### config.mk
export PLATFORM = sky130hd
export DESIGN_NAME = spm_merge
export DESIGN_NICKNAME = d
export VERILOG_FILES = /design/src/scratchpad_memory_with_atomics_core_assert.svh /design/src/spm_pkg.sv /design/src/spm_merge.sv
export SDC_FILE = /design/constraint.sdc
export NUM_CORES = 1
export LEC_CHECK = 0
export BUFFER_PORTS_ARGS = -buffer_cell sky130_fd_sc_hd__buf_2
export CORE_ASPECT_RATIO = 0.9
export CORE_MARGIN = 5
export CORE_UTILIZATION = 56
export DETAILED_ROUTE_END_ITERATION = 10
export GPL_TIMING_DRIVEN = 0
export PLACE_DENSITY = 0.86
export SKIP_LAST_GASP = 1
export SYNTH_ARGS = -nofsm -noshare
export SYNTH_HDL_FRONTEND = slang
export SYNTH_SLANG_ARGS = --single-unit
### constraint.sdc
create_clock -name vclk -period 4.4
set_input_delay 0.88 -clock vclk [all_inputs]
set_output_delay 0.88 -clock vclk [all_outputs]
set_load 0.1 [all_outputs]
### src/scratchpad_memory_with_atomics_core_assert.svh
// ----------------------------------------------------------------------------
// scratchpad assertion macros
// shared concurrent assertion forms, clocked and disabled during reset
// ----------------------------------------------------------------------------
`ifndef SCRATCHPAD_MEMORY_WITH_ATOMICS_CORE_ASSERT_SVH
`define SCRATCHPAD_MEMORY_WITH_ATOMICS_CORE_ASSERT_SVH

// same-cycle implication
`define SPM_ASSERT_IMP(lbl, clk, rst_n, a, b) \
  lbl: assert property (@(posedge clk) disable iff (!rst_n) (a) |-> (b)) \
    else $error("scratchpad assertion failed");

// next-cycle implication
`define SPM_ASSERT_NXT(lbl, clk, rst_n, a, b) \
  lbl: assert property (@(posedge clk) disable iff (!rst_n) (a) |=> (b)) \
    else $error("scratchpad assertion failed");

`endif

### src/spm_pkg.sv
// ----------------------------------------------------------------------------
// spm_pkg
// request codes, defaults and shared types of the scratchpad
// ----------------------------------------------------------------------------
package spm_pkg;

  localparam int WORD_W  = 32;
  localparam int MODE_W  = 4;
  localparam int CHAN_W  = 8;

  localparam int ADDR_BITS_DEF  = 18;
  localparam int LINE_BYTES_DEF = 32;
  localparam int EOP_BIT_DEF    = 0;

  localparam logic [MODE_W-1:0] MODE_LDW   = 4'd0;
  localparam logic [MODE_W-1:0] MODE_LDH   = 4'd1;
  localparam logic [MODE_W-1:0] MODE_LDB   = 4'd2;
  localparam logic [MODE_W-1:0] MODE_STW   = 4'd3;
  localparam logic [MODE_W-1:0] MODE_STH   = 4'd4;
  localparam logic [MODE_W-1:0] MODE_STB   = 4'd5;
  localparam logic [MODE_W-1:0] MODE_FETCH = 4'd6;
  localparam logic [MODE_W-1:0] MODE_FILL  = 4'd7;
  localparam logic [MODE_W-1:0] MODE_ADD   = 4'd8;
  localparam logic [MODE_W-1:0] MODE_OR    = 4'd9;
  localparam logic [MODE_W-1:0] MODE_AND   = 4'd10;
  localparam logic [MODE_W-1:0] MODE_XOR   = 4'd11;
  localparam logic [MODE_W-1:0] MODE_XCHG  = 4'd12;

  // outcome of one read-modify-write step
  typedef struct packed {
    logic              we;
    logic              reply;
    logic [WORD_W-1:0] wdata;
    logic [WORD_W-1:0] rdata;
  } merge_t;

endpackage

### src/spm_merge.sv
// ----------------------------------------------------------------------------
// spm_merge
// lane extraction and combine logic for loads, partial stores and atomics
// ----------------------------------------------------------------------------
module spm_merge import spm_pkg::*; (
  input  logic [MODE_W-1:0] mode_i,
  input  logic [1:0]        lane_i,
  input  logic [WORD_W-1:0] data_i,
  input  logic [WORD_W-1:0] old_i,
  output merge_t            res_o
);

  logic [4:0]        hsh;
  logic [4:0]        bsh;
  logic [WORD_W-1:0] old_h;
  logic [WORD_W-1:0] old_b;

  assign hsh   = {lane_i[1], 4'b0000};
  assign bsh   = {lane_i, 3'b000};
  assign old_h = old_i >> hsh;
  assign old_b = old_i >> bsh;

  always_comb begin
    res_o.we    = 1'b0;
    res_o.reply = 1'b0;
    res_o.wdata = old_i;
    res_o.rdata = old_i;
    unique case (mode_i) inside
      MODE_LDW: begin
        res_o.reply = 1'b1;
      end
      MODE_LDH: begin
        res_o.reply = 1'b1;
        res_o.rdata = {16'h0000, old_h[15:0]};
      end
      MODE_LDB: begin
        res_o.reply = 1'b1;
        res_o.rdata = {24'h000000, old_b[7:0]};
      end
      MODE_STH: begin
        res_o.we    = 1'b1;
        res_o.wdata = (old_i & ~(32'h0000_FFFF << hsh)) |
                      ({16'h0000, data_i[15:0]} << hsh);
      end
      MODE_STB: begin
        res_o.we    = 1'b1;
        res_o.wdata = (old_i & ~(32'h0000_00FF << bsh)) |
                      ({24'h000000, data_i[7:0]} << bsh);
      end
      MODE_ADD: begin
        res_o.we    = 1'b1;
        res_o.reply = 1'b1;
        res_o.wdata = old_i + data_i;
      end
      MODE_OR: begin
        res_o.we    = 1'b1;
        res_o.reply = 1'b1;
        res_o.wdata = old_i | data_i;
      end
      MODE_AND: begin
        res_o.we    = 1'b1;
        res_o.reply = 1'b1;
        res_o.wdata = old_i & data_i;
      end
      MODE_XOR: begin
        res_o.we    = 1'b1;
        res_o.reply = 1'b1;
        res_o.wdata = old_i ^ data_i;
      end
      MODE_XCHG: begin
        res_o.we    = 1'b1;
        res_o.reply = 1'b1;
        res_o.wdata = data_i;
      end
      default: begin
      end
    endcase
  end

endmodule
==> summary by stage <==
STA
Setup repair after global routing could not meet its margin everywhere. The worst path uses 101% of the clock period. Derived from the worst setup path, the maximum achievable clock frequency is 226 MHz. For the final routed database, the setup TNS stands at -45.2 ps. The setup violation total in the final timing report is 2. The actual slew at the worst max-slew pin is 1010 ps. After layout, the minimum clock period comes to 4430 ps.

The final count of pins violating max slew is 0. The remaining max-slew budget at the tightest pin is 32.8%. The least setup slack across all paths after layout is -34.1 ps. The final hold violation count is 0.

Power
In this run the power spent charging and discharging nets is 964 µW. The clock network accounts for 0% of the total power. Net switching is 73.4% of the power. VDD sags by at most 208 µV. The share of total power dissipated in sequential elements is 0%. In this run the power density over the cells is 211 nW/µm². Of the total power, combinational logic draws 100.0%. The leakage power summed over all cells is 0.00305 µW. The cell internal power dissipation is 349 µW.

Critical path
The source of the critical timing path is data_i[1]. The capturing element type of the critical path is a primary output. By instance count, the cell type seen most on the critical path is sky130_fd_sc_hd__buf_4. Together, buffers and inverters on the worst path number 4. On the worst path, the slowest cell contributes a delay of 390 ps. The type of origin of the critical path is an input pin. The data required time of the critical path is 3520 ps. The slowest stage cell on the critical path is sky130_fd_sc_hd__a211o_1. The critical path class is input pin to primary output. Grouping stages by cell kind, the critical path spends the most delay in compound AO/OA/AOI/OAI gates. The endpoint arrival time on the critical path is 3550 ps. Walking the worst path, the cells encountered are buf_6 > inv_6 > ha_4 > a21o_1 > nand4_1 > a211o_1 > and3_4 > buf_4 > o21ai_4 > xor2_1 > a21oi_1 > a21oi_2 > buf_4. Of all nets on the critical path, the largest fanout is 6.

Drt
Using the TritonRoute via totals, the vias-per-cell ratio works out to 7.15. Summing over every cut layer, the via total after detailed routing is 7201. The residual antenna-violating net count after detailed routing is 0. For this block, the initial DRC count from the detailed router was 1128. The first detailed-routing pass took 8 iterations. After detailed routing, the number of remaining DRC violations is 0. The routed wire length per instance is 24.4 µm. For this block, the routed nets add up to 24.5 mm of wire.

Global route
The total congestion overflow after global routing is 0. The number of antenna violations at the first check in global routing was 0. The via count of the first global-routing pass came to 6528.

Global routing consumed, over all layers together, 42.8% of the routing resources. Entering global routing, the biggest net connects 11 pins. The first-pass GRT wire length is 36.3 mm.

Layout
The net count reported at finish is 1025. Across the whole layout, storage elements account for 0 µm². The fraction of layout instances using a drive strength above 1 is 26.9%.

Relative to the synthesized area, the layout overhead comes to 25.8%. The flip-flop and latch count is 0. The final instance count without filler cells is 1007. The count of clock-net buffers in the final layout is 0. The number of inserted diodes is 0.

Hold path
The type of the worst min-delay path is input pin to primary output. In this run the most critical hold path is launched from old_i[25].

Placement
The count of buffers added on input and output ports is 134. The number of placed instances, taps included, is 1006. The half-perimeter wire length of the detailed placement result is 18.8 mm. Routability-driven placement finished with a final weighted congestion of 1.09.

Yosys
Of all cell types, the one taking the most synthesized area is sky130_fd_sc_hd__ha_1. Dividing the synthesized area by the synthesized cell count gives 6.57 µm². By count the netlist is led by sky130_fd_sc_hd__a21oi_1 (82), sky130_fd_sc_hd__nand2_1 (81), sky130_fd_sc_hd__inv_1 (79). The synthesized netlist occupies a cell area of 4950 µm². The number of nets produced by synthesis is 888.

The proportion of synthesized chip area in sequential cells is 0%. The most numerous cell in the Yosys netlist is sky130_fd_sc_hd__a21oi_1. The count of yosys warnings during synthesis is 0. Of the post-synthesis cell area, the dominant cell type holds 16.2%.

In the post-synthesis netlist, the biggest area contributors are sky130_fd_sc_hd__ha_1 (16%), sky130_fd_sc_hd__a21oi_1 (8.3%), sky130_fd_sc_hd__mux2i_1 (7.5%), sky130_fd_sc_hd__o21ai_0 (6.2%), sky130_fd_sc_hd__nand2_1 (6.1%). The cell count after synthesis came out at 753. The number of different library cells in the post-synthesis netlist is 73.

CTS
The number of buffers inserted by hold repair at cts is 0.

Floorplan
Once the floorplan was initialized, standard cells occupied 57.5% of the core. The floorplan step defined a die boundary enclosing 10800 µm². The count of pins on the block boundary is 136. The horizontal die dimension is 109 µm. The region available for standard cell placement spans 8610 µm². The row count is 32. The die boundary height is 99.2 µm.

Outcome
The checks that failed: setup timing. The flow ran to the end, but the final reports show violations.

Run
The tool flagged a number of max-cap violations equal to 0.
[power groups by stage]
stage,clock network [µW],registers (µW),logic (µW)
after global placement,0,0,1220
final,0,0,1310
after floorplan,0,0,960
after detailed placement,0,0,1240
after CTS,0,0,1250
after global routing,0,0,1360
[placed cells by master, fill, tap and decap left out, drive strengths merged, types with 3 or more instances in the layout]
cell,instances
a211oi,5
nand2,81
ha,64
o21bai,3
or3,3
nand4,4
o22a,5
a31oi,4
a21o,16
o311ai,3
nand2b,7
o22ai,29
a21oi,83
a221oi,6
mux2,4
a221o,6
xnor2,10
o211ai,16
nor2b,4
o31ai,3
nand3,15
and3,8
o2111ai,3
clkbuf,29
a22oi,12
inv,79
nor3,9
xor2,13
o21ai,65
o21a,6
buf,154
mux2i,37
a211o,4
a222oi,17
and2,18
nor2,38
[cells by family after synthesis]
logic type | after synthesis | share of synthesized area [%]
compound gates | 298 | 40.4
buf+inv | 129 | 11.4
xor+xnor | 23 | 4.07
mux | 41 | 8.40
simple gates | 197 | 19.2
fa+ha+maj | 65 | 16.6
[final timing paths]
kind	slack, ps	to	depth (start not counted)
setup / recovery	-30	res_o[45]	13
hold / removal	2260	res_o[57]	4
[tightest hold or removal path: cells and delay by family]
| kind | cells | cell delay (ps) |
|---|---|---|
| AOI/OAI and AO/OA | 1 | 60 |
| buffers and inverters | 3 | 440 |
[stage by stage]
stage / area, µm² / util (%) / hold slack (ps) / worst slack [ps] / total power, µW
6_report: 6220 / 72.3 / 2260 / -34.1 / 1310
5_1_grt: 6220 / 72.3 / 2270 / -9.60 / 1360
4_1_cts: 6090 / 70.7 / 2300 / 6.01 / 1250
3_5_place_dp: 6070 / 70.5 / 2300 / -129 / 1240
3_3_place_gp: 6070 / 70.5 / 2290 / -184 / 1220
2_1_floorplan: 5250 / - / 2100 / -400 / 960
[area by class of cell]
class	count	area (µm²)
multi-input combinational	624	4670
fill	751	2380
timing repair buffer	137	776
inverter	80	340
buffer	47	285
tap	119	149
[timing repair]
item                                   in CTS  in global routing
cloned                                      0                  0
buffers inserted                            0                  3
setup endpoints to repair                  16                 31
resized for setup                          10                 40
endpoints found under the hold margin       0                  0
pin swaps                                   0                 11
[metal layers]
metal	vias to the layer above	track usage, %	wire length, µm
met5	-	0	0
met4	0	26.2	1720
met3	164	9.67	4180
met2	694	63.7	10100
met1	3307	55.8	8530
li1	3036	-	-
No activity file was read; power rests on OpenSTA's default activity.
